`config.mk`:
```
export PLATFORM = sky130hd
export DESIGN_NAME = sorted_priority_queue_flat
export DESIGN_NICKNAME = d
export VERILOG_FILES = /design/src/rtl/spq_pkg.sv /design/src/rtl/spq_in_if.sv /design/src/rtl/spq_out_if.sv /design/src/rtl/spq_ctrl.sv /design/src/rtl/spq_dp.sv /design/src/rtl/sorted_priority_queue.sv /design/src/flat_wrapper.sv
export SDC_FILE = /design/constraint.sdc
export NUM_CORES = 1
export LEC_CHECK = 0
export BUFFER_PORTS_ARGS = -buffer_cell sky130_fd_sc_hd__buf_2
export CAP_MARGIN = 20
export CELL_PAD_IN_SITES_DETAIL_PLACEMENT = 2
export CELL_PAD_IN_SITES_GLOBAL_PLACEMENT = 2
export CORE_MARGIN = 2
export CORE_UTILIZATION = 45
export CTS_BUF_LIST = sky130_fd_sc_hd__clkbuf_2 sky130_fd_sc_hd__clkbuf_4 sky130_fd_sc_hd__clkbuf_8
export DETAILED_ROUTE_END_ITERATION = 8
export PLACE_DENSITY = 0.69
export REMOVE_ABC_BUFFERS = 1
export SETUP_SLACK_MARGIN = 0.2
export SLEW_MARGIN = 0
export SYNTH_ARGS = -nofsm -noshare
export SYNTH_HDL_FRONTEND = slang
export SYNTH_SLANG_ARGS = --single-unit
```
`constraint.sdc`:
```
create_clock -name clk -period 11.67 [get_ports clk]
set_input_delay 1.167 -clock clk [delete_from_list [all_inputs] [get_ports clk]]
set_output_delay 1.167 -clock clk [all_outputs]
set_load 0.02 [all_outputs]
```
`src/rtl/spq_pkg.sv`:
```
// spq_pkg: shared types, codes and constants of the sorted priority queue
// no dependencies; imported by every other file of the block
`default_nettype none

package spq_pkg;

  localparam int CAPACITY_DEF = 16;
  localparam int VAL_W        = 32;
  localparam int PRI_W        = 32;
  localparam int ENTRY_W      = VAL_W + PRI_W;
  localparam int CNT_OUT_W    = 5;
  localparam int STATUS_W     = 2;

  localparam logic KIND_ENQ = 1'b0;
  localparam logic KIND_DEQ = 1'b1;

  typedef enum logic [STATUS_W-1:0] {
    ST_OK    = 2'd0,
    ST_FULL  = 2'd1,
    ST_EMPTY = 2'd2
  } status_t;

  typedef enum logic [2:0] {
    S_IDLE,
    S_DECIDE,
    S_SCAN,
    S_CMP,
    S_HEAD,
    S_RESULT
  } state_t;

  typedef struct packed {
    logic    load_req;
    logic    scan_init;
    logic    scan_dec;
    logic    rd_prev;
    logic    rd_head;
    logic    wr_new;
    logic    wr_shift;
    logic    base_inc;
    logic    count_inc;
    logic    count_dec;
    logic    status_set;
    status_t status_val;
    logic    out_load;
  } dp_cmd_t;

  typedef struct packed {
    logic req_deq;
    logic full;
    logic empty;
    logic scan_zero;
    logic new_greater;
  } dp_stat_t;

endpackage

`default_nettype wire

```
`src/rtl/spq_in_if.sv`:
```
// spq_in_if: request channel (enqueue or dequeue) with valid/ready handshake
// depends on spq_pkg for field widths
`default_nettype none

interface spq_in_if;
  import spq_pkg::*;

  logic                    valid;
  logic                    ready;
  logic                    kind;
  logic signed [VAL_W-1:0] element_value;
  logic signed [PRI_W-1:0] priority_req;

  modport source (output valid, kind, element_value, priority_req, input ready);
  modport sink   (input valid, kind, element_value, priority_req, output ready);
endinterface

`default_nettype wire

```
`src/rtl/spq_out_if.sv`:
```
// spq_out_if: result channel (head entry, count, flags) with valid/ready handshake
// depends on spq_pkg for field widths
`default_nettype none

interface spq_out_if;
  import spq_pkg::*;

  logic                    valid;
  logic                    ready;
  logic signed [VAL_W-1:0] head_value;
  logic signed [PRI_W-1:0] head_priority;
  logic [CNT_OUT_W-1:0]    entry_count;
  logic                    is_empty;
  logic [STATUS_W-1:0]     status;

  modport source (output valid, head_value, head_priority, entry_count, is_empty, status,
                  input ready);
  modport sink   (input valid, head_value, head_priority, entry_count, is_empty, status,
                  output ready);
endinterface

`default_nettype wire

```
`src/rtl/spq_ctrl.sv`:
```
// spq_ctrl: sequencing state machine of the sorted priority queue
// depends on spq_pkg; drives the datapath commands and both handshakes
`default_nettype none

module spq_ctrl (
  input  wire logic              clk,
  input  wire logic              rst_n,
  input  wire logic              in_valid,
  output logic                   in_ready,
  output logic                   out_valid,
  input  wire logic              out_ready,
  input  wire spq_pkg::dp_stat_t stat,
  output spq_pkg::dp_cmd_t       cmd
);
  import spq_pkg::*;

  state_t state_r, state_nxt;
  logic   out_valid_r, out_valid_nxt;
  logic   out_free;

  assign out_free  = !out_valid_r || out_ready;
  assign out_valid = out_valid_r;

  always_ff @(posedge clk) begin
    if (!rst_n) begin
      state_r     <= S_IDLE;
      out_valid_r <= 1'b0;
    end else begin
      state_r     <= state_nxt;
      out_valid_r <= out_valid_nxt;
    end
  end

  // next state
  always_comb begin
    state_nxt = state_r;
    case (state_r)
      S_IDLE:   if (in_valid) state_nxt = S_DECIDE;
      S_DECIDE: begin
        if (!stat.req_deq && !stat.full) state_nxt = S_SCAN;
        else                             state_nxt = S_HEAD;
      end
      S_SCAN:   state_nxt = stat.scan_zero ? S_HEAD : S_CMP;
      S_CMP:    state_nxt = stat.new_greater ? S_SCAN : S_HEAD;
      S_HEAD:   state_nxt = S_RESULT;
      S_RESULT: if (out_free) state_nxt = S_IDLE;
      default:  state_nxt = S_IDLE;
    endcase
  end

  // outputs
  always_comb begin
    cmd      = '0;
    in_ready = 1'b0;
    case (state_r)
      S_IDLE: begin
        in_ready     = 1'b1;
        cmd.load_req = in_valid;
      end
      S_DECIDE: begin
        cmd.status_set = 1'b1;
        cmd.status_val = ST_OK;
        if (stat.req_deq) begin
          if (stat.empty) begin
            cmd.status_val = ST_EMPTY;
          end else begin
            cmd.base_inc  = 1'b1;
            cmd.count_dec = 1'b1;
          end
        end else begin
          if (stat.full) cmd.status_val = ST_FULL;
          else           cmd.scan_init  = 1'b1;
        end
      end
      S_SCAN: begin
        if (stat.scan_zero) begin
          cmd.wr_new    = 1'b1;
          cmd.count_inc = 1'b1;
        end else begin
          cmd.rd_prev = 1'b1;
        end
      end
      S_CMP: begin
        if (stat.new_greater) begin
          cmd.wr_shift = 1'b1;
          cmd.scan_dec = 1'b1;
        end else begin
          cmd.wr_new    = 1'b1;
          cmd.count_inc = 1'b1;
        end
      end
      S_HEAD:   cmd.rd_head  = 1'b1;
      S_RESULT: cmd.out_load = out_free;
      default: ;
    endcase
  end

  always_comb begin
    out_valid_nxt = out_valid_r;
    if (cmd.out_load)   out_valid_nxt = 1'b1;
    else if (out_ready) out_valid_nxt = 1'b0;
  end

endmodule

`default_nettype wire

```
`src/rtl/spq_dp.sv`:
```
// spq_dp: datapath of the sorted priority queue: circular entry memory,
// head pointer, count, insertion scan index and result register; uses spq_pkg
`default_nettype none

module spq_dp #(
  parameter int CAPACITY = spq_pkg::CAPACITY_DEF
) (
  input  wire logic                             clk,
  input  wire logic                             rst_n,
  input  wire spq_pkg::dp_cmd_t                 cmd,
  output spq_pkg::dp_stat_t                     stat,
  input  wire logic                             in_kind,
  input  wire logic signed [spq_pkg::VAL_W-1:0] in_element_value,
  input  wire logic signed [spq_pkg::PRI_W-1:0] in_priority_req,
  output logic signed [spq_pkg::VAL_W-1:0]      out_head_value,
  output logic signed [spq_pkg::PRI_W-1:0]      out_head_priority,
  output logic [spq_pkg::CNT_OUT_W-1:0]         out_entry_count,
  output logic                                  out_is_empty,
  output logic [spq_pkg::STATUS_W-1:0]          out_status
);
  import spq_pkg::*;

  localparam int ADDR_W = (CAPACITY > 1) ? $clog2(CAPACITY) : 1;
  localparam int CNT_W  = $clog2(CAPACITY + 1);
  localparam int EXT_W  = CNT_W + CNT_OUT_W;
  localparam logic [ADDR_W:0]   CAP_A  = (ADDR_W + 1)'(CAPACITY);
  localparam logic [ADDR_W-1:0] LAST_A = ADDR_W'(CAPACITY - 1);
  localparam logic [CNT_W-1:0]  CAP_C  = CNT_W'(CAPACITY);

  logic [ENTRY_W-1:0] mem [CAPACITY];

  logic                    kind_r;
  logic [VAL_W-1:0]        val_r;
  logic signed [PRI_W-1:0] pri_r;
  logic [ADDR_W-1:0]       base_r;
  logic [CNT_W-1:0]        count_r;
  logic [CNT_W-1:0]        idx_r;
  status_t                 status_r;
  logic [ENTRY_W-1:0]      rd_q_r;

  logic                    mem_re, mem_we;
  logic [CNT_W-1:0]        idx_prev;
  logic [ADDR_W-1:0]       rd_la, rd_pa, wr_pa;
  logic [ADDR_W:0]         rd_sum, wr_sum;
  logic [ENTRY_W-1:0]      wr_data;
  logic signed [PRI_W-1:0] rd_pri;
  logic [EXT_W-1:0]        count_ext;

  assign idx_prev = idx_r - CNT_W'(1);
  assign rd_la    = cmd.rd_prev ? idx_prev[ADDR_W-1:0] : '0;
  assign rd_sum   = {1'b0, base_r} + {1'b0, rd_la};
  assign rd_pa    = (rd_sum >= CAP_A) ? ADDR_W'(rd_sum - CAP_A) : rd_sum[ADDR_W-1:0];
  assign wr_sum   = {1'b0, base_r} + {1'b0, idx_r[ADDR_W-1:0]};
  assign wr_pa    = (wr_sum >= CAP_A) ? ADDR_W'(wr_sum - CAP_A) : wr_sum[ADDR_W-1:0];
  assign mem_re   = cmd.rd_prev || cmd.rd_head;
  assign mem_we   = cmd.wr_new || cmd.wr_shift;
  assign wr_data  = cmd.wr_shift ? rd_q_r : {pri_r, val_r};
  assign rd_pri   = rd_q_r[ENTRY_W-1:VAL_W];

  always_ff @(posedge clk) begin
    if (mem_we) mem[wr_pa] <= wr_data;
    if (mem_re) rd_q_r <= mem[rd_pa];
  end

  assign stat.req_deq     = (kind_r == KIND_DEQ);
  assign stat.full        = (count_r >= CAP_C);
  assign stat.empty       = (count_r == '0);
  assign stat.scan_zero   = (idx_r == '0);
  assign stat.new_greater = (pri_r > rd_pri);

  always_ff @(posedge clk) begin
    if (!rst_n) begin
      base_r  <= '0;
      count_r <= '0;
    end else begin
      if (cmd.base_inc)       base_r  <= (base_r == LAST_A) ? '0 : base_r + ADDR_W'(1);
      if (cmd.count_inc)      count_r <= count_r + CNT_W'(1);
      else if (cmd.count_dec) count_r <= count_r - CNT_W'(1);
    end
  end

  always_ff @(posedge clk) begin
    if (cmd.load_req) begin
      kind_r <= in_kind;
      val_r  <= in_element_value;
      pri_r  <= in_priority_req;
    end
    if (cmd.scan_init)     idx_r <= count_r;
    else if (cmd.scan_dec) idx_r <= idx_prev;
    if (cmd.status_set) status_r <= cmd.status_val;
  end

  assign count_ext = EXT_W'(count_r);

  always_ff @(posedge clk) begin
    if (cmd.out_load) begin
      out_entry_count <= count_ext[CNT_OUT_W-1:0];
      out_is_empty    <= (count_r == '0);
      out_status      <= status_r;
      if (count_r == '0) begin
        out_head_value    <= '0;
        out_head_priority <= '0;
      end else begin
        out_head_value    <= rd_q_r[VAL_W-1:0];
        out_head_priority <= rd_pri;
      end
    end
  end

endmodule

`default_nettype wire

```
`src/rtl/sorted_priority_queue.sv`:
```
// sorted_priority_queue: bounded priority queue, highest priority first, ties in arrival order
// a request is accepted only while no other is in progress; a dequeue or rejected request then
// reads the head, an enqueue first moves each stored entry of lower priority back and writes
// the new entry; the result waits while the result side stalls, and only then is a new one taken
// reset (rst_n, synchronous): queue empty, no result pending; memory contents are not cleared
// depends on spq_pkg, spq_in_if, spq_out_if, spq_ctrl, spq_dp
`default_nettype none

module sorted_priority_queue #(
  parameter int CAPACITY = spq_pkg::CAPACITY_DEF
) (
  input  wire logic  clk,
  input  wire logic  rst_n,
  spq_in_if.sink     in_chan,
  spq_out_if.source  out_chan
);
  import spq_pkg::*;

  dp_cmd_t  cmd;
  dp_stat_t stat;

  spq_ctrl u_ctrl (
    .clk       (clk),
    .rst_n     (rst_n),
    .in_valid  (in_chan.valid),
    .in_ready  (in_chan.ready),
    .out_valid (out_chan.valid),
    .out_ready (out_chan.ready),
    .stat      (stat),
    .cmd       (cmd)
  );

  spq_dp #(
    .CAPACITY (CAPACITY)
  ) u_dp (
    .clk               (clk),
    .rst_n             (rst_n),
    .cmd               (cmd),
    .stat              (stat),
    .in_kind           (in_chan.kind),
    .in_element_value  (in_chan.element_value),
    .in_priority_req   (in_chan.priority_req),
    .out_head_value    (out_chan.head_value),
    .out_head_priority (out_chan.head_priority),
    .out_entry_count   (out_chan.entry_count),
    .out_is_empty      (out_chan.is_empty),
    .out_status        (out_chan.status)
  );

endmodule

`default_nettype wire

```
`src/flat_wrapper.sv`:
```
// flat-port wrapper written by rule: the top's interface ports become plain ports
module sorted_priority_queue_flat import spq_pkg::*;
#(
  parameter int CAPACITY = spq_pkg::CAPACITY_DEF
)
  (clk, rst_n, in_chan_valid, in_chan_kind, in_chan_element_value, in_chan_priority_req, in_chan_ready, out_chan_valid, out_chan_head_value, out_chan_head_priority, out_chan_entry_count, out_chan_is_empty, out_chan_status, out_chan_ready);
  spq_in_if in_chan_i ();
  spq_out_if out_chan_i ();
  input  wire logic clk;
  input  wire logic rst_n;
  input wire logic [$bits(in_chan_i.valid)-1:0] in_chan_valid;
  input wire logic [$bits(in_chan_i.kind)-1:0] in_chan_kind;
  input wire logic [$bits(in_chan_i.element_value)-1:0] in_chan_element_value;
  input wire logic [$bits(in_chan_i.priority_req)-1:0] in_chan_priority_req;
  output wire logic [$bits(in_chan_i.ready)-1:0] in_chan_ready;
  output wire logic [$bits(out_chan_i.valid)-1:0] out_chan_valid;
  output wire logic [$bits(out_chan_i.head_value)-1:0] out_chan_head_value;
  output wire logic [$bits(out_chan_i.head_priority)-1:0] out_chan_head_priority;
  output wire logic [$bits(out_chan_i.entry_count)-1:0] out_chan_entry_count;
  output wire logic [$bits(out_chan_i.is_empty)-1:0] out_chan_is_empty;
  output wire logic [$bits(out_chan_i.status)-1:0] out_chan_status;
  input wire logic [$bits(out_chan_i.ready)-1:0] out_chan_ready;
  assign in_chan_i.valid = in_chan_valid;
  assign in_chan_i.kind = in_chan_kind;
  assign in_chan_i.element_value = in_chan_element_value;
  assign in_chan_i.priority_req = in_chan_priority_req;
  assign in_chan_ready = in_chan_i.ready;
  assign out_chan_valid = out_chan_i.valid;
  assign out_chan_head_value = out_chan_i.head_value;
  assign out_chan_head_priority = out_chan_i.head_priority;
  assign out_chan_entry_count = out_chan_i.entry_count;
  assign out_chan_is_empty = out_chan_i.is_empty;
  assign out_chan_status = out_chan_i.status;
  assign out_chan_i.ready = out_chan_ready;
  sorted_priority_queue #(.CAPACITY(CAPACITY)) u_core (.clk(clk), .rst_n(rst_n), .in_chan(in_chan_i), .out_chan(out_chan_i));
endmodule
```
==> run summary, run 1 <==
Top FF cell, synth: edfxtp_1
DR vias/cell: 6.07
Final setup fails: 0
H-Tree Depth: 4
Final WS setup: 6.42 ns
Distinct cells, synth: 57
Asr flop ratio synth: 0
Worst-Skew Late Latency: 0.89 ns
Die Ht: 330 um
Number of synthesized flops with an enable pin: 1232
Max-slew violations: 0
Pwr dens: 178 nW/um2
Status: finished, violations left
Synthesized area: 47900 um2
Worst slack at placement: 6.41 ns
Worst Hold Class: reg -> reg
Critical path fanouts, max: 66
Mapped Cells: 2057
Starting density of the core: 0.454
Clock transition at the registers of the reported paths: 0.06 ns
Clk buf depth: 3
Dpl hpwl: 75100 um
Fmax: 190 MHz
Failing checks: DRC
Period utilization: 0.450
Number of buffers created by CTS: 201
Number of port buffers: 142
Cts hold-fix bufs: 0
Crit path DAT: 5.83 ns
Critical Path RT: 12.24 ns
RSZ-0062 raised after global routing: no
GRT Resource Usage Total: 0.269
Core ar.: 105000 um2
Ratio of cells with drive above 1 in the final layout: 0.354
Layout Utilization: 0.517
Final hold vios: 0
Post-CTS sizing: 0
Maximum Capacitance Violations: 0
Nets: 2480
Initial antenna violation count: 6
Register area share after synthesis: 0.778
Number of vias in the routed layout: 23.9k
Area grow syn2layout: 13.9%
Row count: 119
Root Driver: clkbuf_8
CP Capture Type: flop
DR iter-0 viols: 2892
Clock sinks: 1245
DRC errors left: 22
Vias in the first global route: 26.2k
Max-slew headroom: 0.229
Clock skew: 0.0518 ns
Final antenna-violating net count: 0
CP Class: reg -> reg
First-pass GRT wire length: 204000 um
Setup bufs post-CTS: 0
CTS tree: yes
Horiz. Die Dim: 330 um
Setup crit start kind: flop
GPL Wtd Cong: 0.760
Mean Syn Cell Area: 23.3 um2
Static Leak: 17.6 nW
Min Tclk post-route: 5.25 ns
Total gr overflow: 0
Final WL: 144000 um
Die Footprint: 109000 um2
Max VDD drop: 0.0846 mV
Number of I/O pins: 143
WL/cell: 36.6 um
Synthesized flop and latch total: 1245
Pre-antenna DRT Iters: 8
Largest net degree at the start of global routing: 137
Worst-margin pin slew: 1.16 ns
Fill count: 8954
Warning count from the yosys run: 0
==> cell usage after synthesis, drive strengths merged, types with 2 or more instances <==
cell	number	area share
xor2	5	0.00091
a21boi	3	0.00047
nor2b	37	0.0048
nand3	5	0.00052
a31oi	2	0.00026
and2	3	0.00039
o211ai	2	0.00031
a211oi	2	0.00031
mux4	320	0.15
edfxtp	1232	0.77
nand4	8	0.0010
a21o	6	0.00094
xnor2	8	0.0019
and3	3	0.00039
nor3	8	0.0012
a21oi	22	0.0024
o21ai	10	0.0010
or2	2	0.00026
mux2i	6	0.0013
or4	4	0.00071
inv	41	0.0032
buf	16	0.0028
mux2	64	0.017
nor4	6	0.0011
clkbuf	71	0.0056
nand2	29	0.0023
nand3b	2	0.00031
ha	43	0.011
nand2b	4	0.00052
fa	3	0.0013
nor2	63	0.0049
dfxtp	13	0.0054
or3	3	0.00039
==> placed cells by master (no fill, tap or decap), drive strengths merged, types with 2 or more instances in the layout <==
cell,netlist,layout
nand2b,4,4
mux2i,6,6
nor2,63,63
nor2b,37,37
clkbuf,71,270
o21ai,10,10
or4,4,4
nand3b,2,2
or3,3,3
dfxtp,13,13
nand2,29,29
xnor2,8,8
a31oi,2,2
nor3,8,8
nand3,5,5
nor4,6,6
a21boi,3,3
clkinv,0,91
inv,41,46
or2,2,2
buf,16,192
a21oi,22,22
mux2,64,64
fa,3,3
nand4,8,8
o211ai,2,2
ha,43,43
a21o,6,6
bufinv,0,7
and3,3,3
diode,0,2
clkinvlp,0,3
xor2,5,5
mux4,320,320
edfxtp,1232,1232
and2,3,3
a211oi,2,2
==> report_power, final <==
| group | internal (mW) | switching (mW) | total, mW |
|---|---|---|---|
| Clock | 2.01 | 1.84 | 3.85 |
| Combinational | 0.248 | 0.479 | 0.727 |
| Sequential | 5.10 | 0.0574 | 5.15 |
==> state kept, by name, summed over array words and instances (netlist names), 2 cells and up <==
| register | flops |
|---|---|
| u_core.u_ctrl.state_r | 3 |
| u_core.u_dp.base_r | 4 |
| u_core.u_dp.count_r | 5 |
| u_core.u_dp.idx_r | 5 |
| u_core.u_dp.mem | 1024 |
| u_core.u_dp.out_entry_count | 5 |
| u_core.u_dp.out_head_priority | 32 |
| u_core.u_dp.out_head_value | 32 |
| u_core.u_dp.out_status | 2 |
| u_core.u_dp.pri_r | 32 |
| u_core.u_dp.rd_q_r | 64 |
| u_core.u_dp.status_r | 2 |
| u_core.u_dp.val_r | 32 |
==> kinds of logic (layout without fill, tap and decap cells) <==
group                      after synthesis  in the layout  share of synthesized area
and+or+nand+nor                        179            179                     0.0192
muxes                                  390            390                      0.168
xor gates and xnor gates                13             13                    0.00277
buffers and inverters                  128            609                     0.0116
AOI/OAI and AO/OA                       56             56                    0.00747
other                                    0              2                          0
adders and majority gates               46             46                     0.0125
DFF                                   1245           1245                      0.778
==> worst max-delay path, stage by stage, from the launching register on <==
cell and delay (ns):
edfxtp_1 0.41, inv_1 0.07, ha_1 0.23, nor4b_1 0.17, nor2_1 0.17, nand2_1 0.12, nor2_1 0.18, ha_4 0.17
inv_1 0.06, fa_4 1.43, buf_4 0.90, mux4_2 0.43, mux4_2 0.50
==> final timing paths <==
check                                                      startpoint                                   to  slack [ns]  cells after the start
worst max register to register         u_core.u_dp.idx_r[0]$_DFFE_PP_     u_core.u_dp.rd_q_r[12]$_DFFE_PN_        6.42                     12
worst max-delay path                   u_core.u_dp.idx_r[0]$_DFFE_PP_     u_core.u_dp.rd_q_r[12]$_DFFE_PN_        6.42                     12
worst min register to register  u_core.u_dp.status_r[1]$_SDFFCE_PP0N_  u_core.u_dp.out_status[1]$_DFFE_PP_        0.42                      0
worst min-delay path            u_core.u_dp.status_r[1]$_SDFFCE_PP0N_  u_core.u_dp.out_status[1]$_DFFE_PP_        0.42                      0
==> metrics by stage <==
| step | hold slack, ns | area, um2 | TNS [ns] | cells | power [mW] |
|---|---|---|---|---|---|
| after floorplan | 0.400 | 47500 | -29.31 | 1970 | 5.76 |
| after global placement | 0.418 | 50500 | 0 | 3550 | 5.90 |
| after detailed placement | 0.413 | 50500 | 0 | 3550 | 5.97 |
| after CTS | 0.383 | 54500 | 0 | 3926 | 9.82 |
| after global routing | 0.422 | 54500 | 0 | 3930 | 10.0 |
| final | 0.423 | 54500 | 0 | 3931 | 9.73 |
==> routing by layer <==
metal  vias to the layer above  GRT usage  share of wire
met5                         -          0              0
met4                         0     0.0769          0.023
met3                       225     0.0432          0.060
met2                      1084      0.443           0.50
met1                     13249      0.376           0.42
li1                       9314          -              -
==> cell type report <==
type | count | area, um2 | share of cell area
clock inverter | 106 | 651 | 0.0119
antenna | 2 | 5.00 | 0.0000918
timing repair buffer | 192 | 1160 | 0.0213
sequential | 1245 | 37300 | 0.683
multi-input combinational | 684 | 10200 | 0.188
inverter | 41 | 154 | 0.00282
tap | 1391 | 1740 | 0.0319
clock buffer | 270 | 3320 | 0.0609
(Power assumes the default switching activity.)
==> run 2: changes to the inputs <==
--- a/config.mk
+++ b/config.mk
@@ -13,7 +13,7 @@
 export CORE_UTILIZATION = 45
 export CTS_BUF_LIST = sky130_fd_sc_hd__clkbuf_2 sky130_fd_sc_hd__clkbuf_4 sky130_fd_sc_hd__clkbuf_8
 export DETAILED_ROUTE_END_ITERATION = 8
-export PLACE_DENSITY = 0.69
+export PLACE_DENSITY = 0.72
 export REMOVE_ABC_BUFFERS = 1
 export SETUP_SLACK_MARGIN = 0.2
 export SLEW_MARGIN = 0
==> constraint.sdc (replaced) <==
create_clock -name clk -period 4.82 [get_ports clk]
set_input_delay 0.482 -clock clk [delete_from_list [all_inputs] [get_ports clk]]
set_output_delay 0.482 -clock clk [all_outputs]
set_load 0.02 [all_outputs]
==> run 2 against run 1 <==
The run still ends with DRC left. Core utilization is 1.1 points higher. Die area is the same. Critical path depth is 2 higher. Largest cell class unchanged. Sequential power grew 140%. Critical path type unchanged. Wire length grew 5.0%. Flip-flop and latch count unchanged. First-iteration DRC count shrank 0.31%. Clock skew grew 0.0033 ns.
==> run summary, run 2 (same netlist as run 1, synthesis figures left out) <==
WHS Path Cells: 5
Number of I/O pins: 143
Storage cell area: 37300 um2
Most frequent cells in the layout: 1232 x edfxtp_1, 320 x mux4_2, 215 x clkbuf_8
Critical Path RT: 5.58 ns
GRT Resource Usage Total: 0.280
Static Leak: 18.0 nW
Fmax: 218 MHz
Layout Utilization: 0.528
WL/cell: 37.7 um
Critical path fanouts, max: 5
Max reg flops: 1024
DRC errors left: 12
FF-to-FF Start: u_core.u_dp.rd_q_r[37]$_DFFE_PN_
Initial antenna violation count: 4
Period utilization: 0.950
DR vias/cell: 6.13
Crit path max-delay family: simple AND/OR/NAND/NOR gates
Root Driver: clkbuf_8
Horiz. Die Dim: 330 um
Max-slew violations: 0
Max-slew headroom: 0.282
GPL Wtd Cong: 0.760
Ratio of cells with drive above 1 in the final layout: 0.352
CP Capture Type: flop
Number of buffers created by CTS: 205
Worst-Skew Late Latency: 0.91 ns
Die Footprint: 109000 um2
RSZ-0062 raised after global routing: no
Top Registers: u_core.u_dp.mem: 1024 flops, u_core.u_dp.rd_q_r: 64 flops
Clk buf depth: 3
DR iter-0 viols: 2883
Final WL: 151000 um
Total power: 23.6 mW
Most frequent CP cell: a21o_1
Max VDD drop: 0.199 mV
Worst Hold End: u_core.u_ctrl.state_r[0]$_SDFFE_PN0P_
Pre-antenna DRT Iters: 7
Final hold vios: 0
Starting density of the core: 0.454
Total gr overflow: 0
Maximum Capacitance Violations: 0
Final setup fails: 0
Area grow syn2layout: 16.3%
Worst Min Path Start: in_chan_valid
Min Tclk post-route: 4.58 ns
R2r setup slk: 0.24 ns
Failing checks: DRC
Core ar.: 105000 um2
Crit path cell chain: inv_1, ha_1, nand4_1, or4_1, o21ai_1, a21o_1, o21ai_2, fa_1, a21o_1, a21o_1, and3_1, a32o_1, or4_1, and3_1
Number of vias in the routed layout: 24.5k
Row count: 119
Worst-margin pin slew: 1.07 ns
CTS tree: yes
Crit path DAT: 5.34 ns
Clock skew: 0.0551 ns
CP Class: reg -> reg
R2R depth: 14
Multi-input logic area: 10200 um2
Largest net degree at the start of global routing: 65
Final antenna-violating net count: 0
Vias in the first global route: 26.8k
Number of port buffers: 142
Status: finished, violations left
Dpl hpwl: 78400 um
Pwr dens: 423 nW/um2
Crit path largest cell delay: 0.63 ns
First-pass GRT wire length: 212000 um
H-Tree Depth: 4
Clock transition at the registers of the reported paths: 0.06 ns
Leading cell type in the layout, fill and taps excluded: edfxtp_1
Top reg by flops: u_core.u_dp.mem
Setup crit start kind: flop
Worst Hold Class: in -> reg
Worst R2R End: u_core.u_dp.count_r[4]$_SDFFE_PN0P_
Die Ht: 330 um
Clock sinks: 1245
Nets: 2577
Slowest cell on crit path: or4_1
Crit path buf inv count: 1
Fill count: 8834
[run 2: cell count changes in the layout (fill, tap and decap cells not counted), sizes merged]
| cell | change |
|---|---|
| buf | +24 |
| bufinv | -5 |
| clkbuf | +8 |
| clkinv | -23 |
| clkinvlp | +3 |
| dlygate4sd3 | +68 |
| inv | -4 |
[run 2: metrics by stage]
stage | hold slack [ns] | std cells | cell area, um2 | setup slack, ns | setup TNS (ns)
3_3_place_gp | 0.409 | 3572 | 51100 | 0.408 | 0
4_1_cts | 0.118 | 3996 | 55600 | 0.231 | 0
5_1_grt | 0.215 | 4002 | 55700 | 0.169 | 0
3_5_place_dp | 0.422 | 3573 | 51100 | 0.0591 | 0
6_report | 0.186 | 4002 | 55700 | 0.241 | 0
2_1_floorplan | 0.400 | 1970 | 47500 | -7.31 | -1305.29
[run 2: worst max path at each step]
stage	to	cells past startpoint	startpoint	slack, ns
6_report	u_core.u_dp.count_r[4]$_SDFFE_PN0P_	14	u_core.u_dp.rd_q_r[37]$_DFFE_PN_	0.24
5_1_grt	u_core.u_dp.rd_q_r[55]$_DFFE_PN_	15	u_core.u_dp.idx_r[1]$_DFFE_PP_	0.17
4_1_cts	u_core.u_dp.count_r[4]$_SDFFE_PN0P_	14	u_core.u_dp.rd_q_r[37]$_DFFE_PN_	0.23
3_5_place_dp	u_core.u_dp.count_r[4]$_SDFFE_PN0P_	13	u_core.u_dp.pri_r[25]$_DFFE_PP_	0.06
3_3_place_gp	u_core.u_dp.count_r[4]$_SDFFE_PN0P_	14	u_core.u_dp.rd_q_r[59]$_DFFE_PN_	0.41
2_1_floorplan	u_core.u_dp.rd_q_r[0]$_DFFE_PN_	9	u_core.u_dp.idx_r[1]$_DFFE_PP_	-7.31
[run 2: per-layer routing]
| layer | track usage | vias up | share of wire | routed length [um] |
|---|---|---|---|---|
| met4 | 0.0693 | 0 | 0.020 | 3040 |
| met2 | 0.461 | 1162 | 0.50 | 75200 |
| li1 | - | 9486 | - | - |
| met1 | 0.394 | 13680 | 0.42 | 63100 |
| met3 | 0.0466 | 205 | 0.063 | 9520 |
| met5 | 0 | - | 0 | 0 |
[run 2: repair_timing]
| action | CTS | global route |
|---|---|---|
| cloned | 0 | 1 |
| hold buffers | 68 | 0 |
| setup endpoints to repair | 1 | 29 |
| pin swaps | 1 | 3 |
| setup buffers | 1 | 3 |
| hold endpoints to repair | 77 | 0 |
| resized for setup | 1 | 5 |
[run 2: tightest hold or removal path: stages]
cell and delay (ns):
buf_2 0.09, nor2_1 0.04, o22a_1 0.16, o21ai_0 0.12, and2_1 0.13
[run 2: area by class of cell]
cell class	count	share of cell area
Multi-Input combinational cell	684	0.184
Inverter	41	0.00276
Tap cell	1391	0.0312
Timing Repair Buffer	285	0.0447
Sequential cell	1245	0.669
Antenna cell	2	0.0000898
Clock inverter	77	0.00701
Clock buffer	277	0.0615
[run 2: power breakdown]
group,switching (mW),internal [mW]
sequential,0.127,12.3
clock,4.53,4.67
combinational,1.23,0.691
total,5.88,17.7
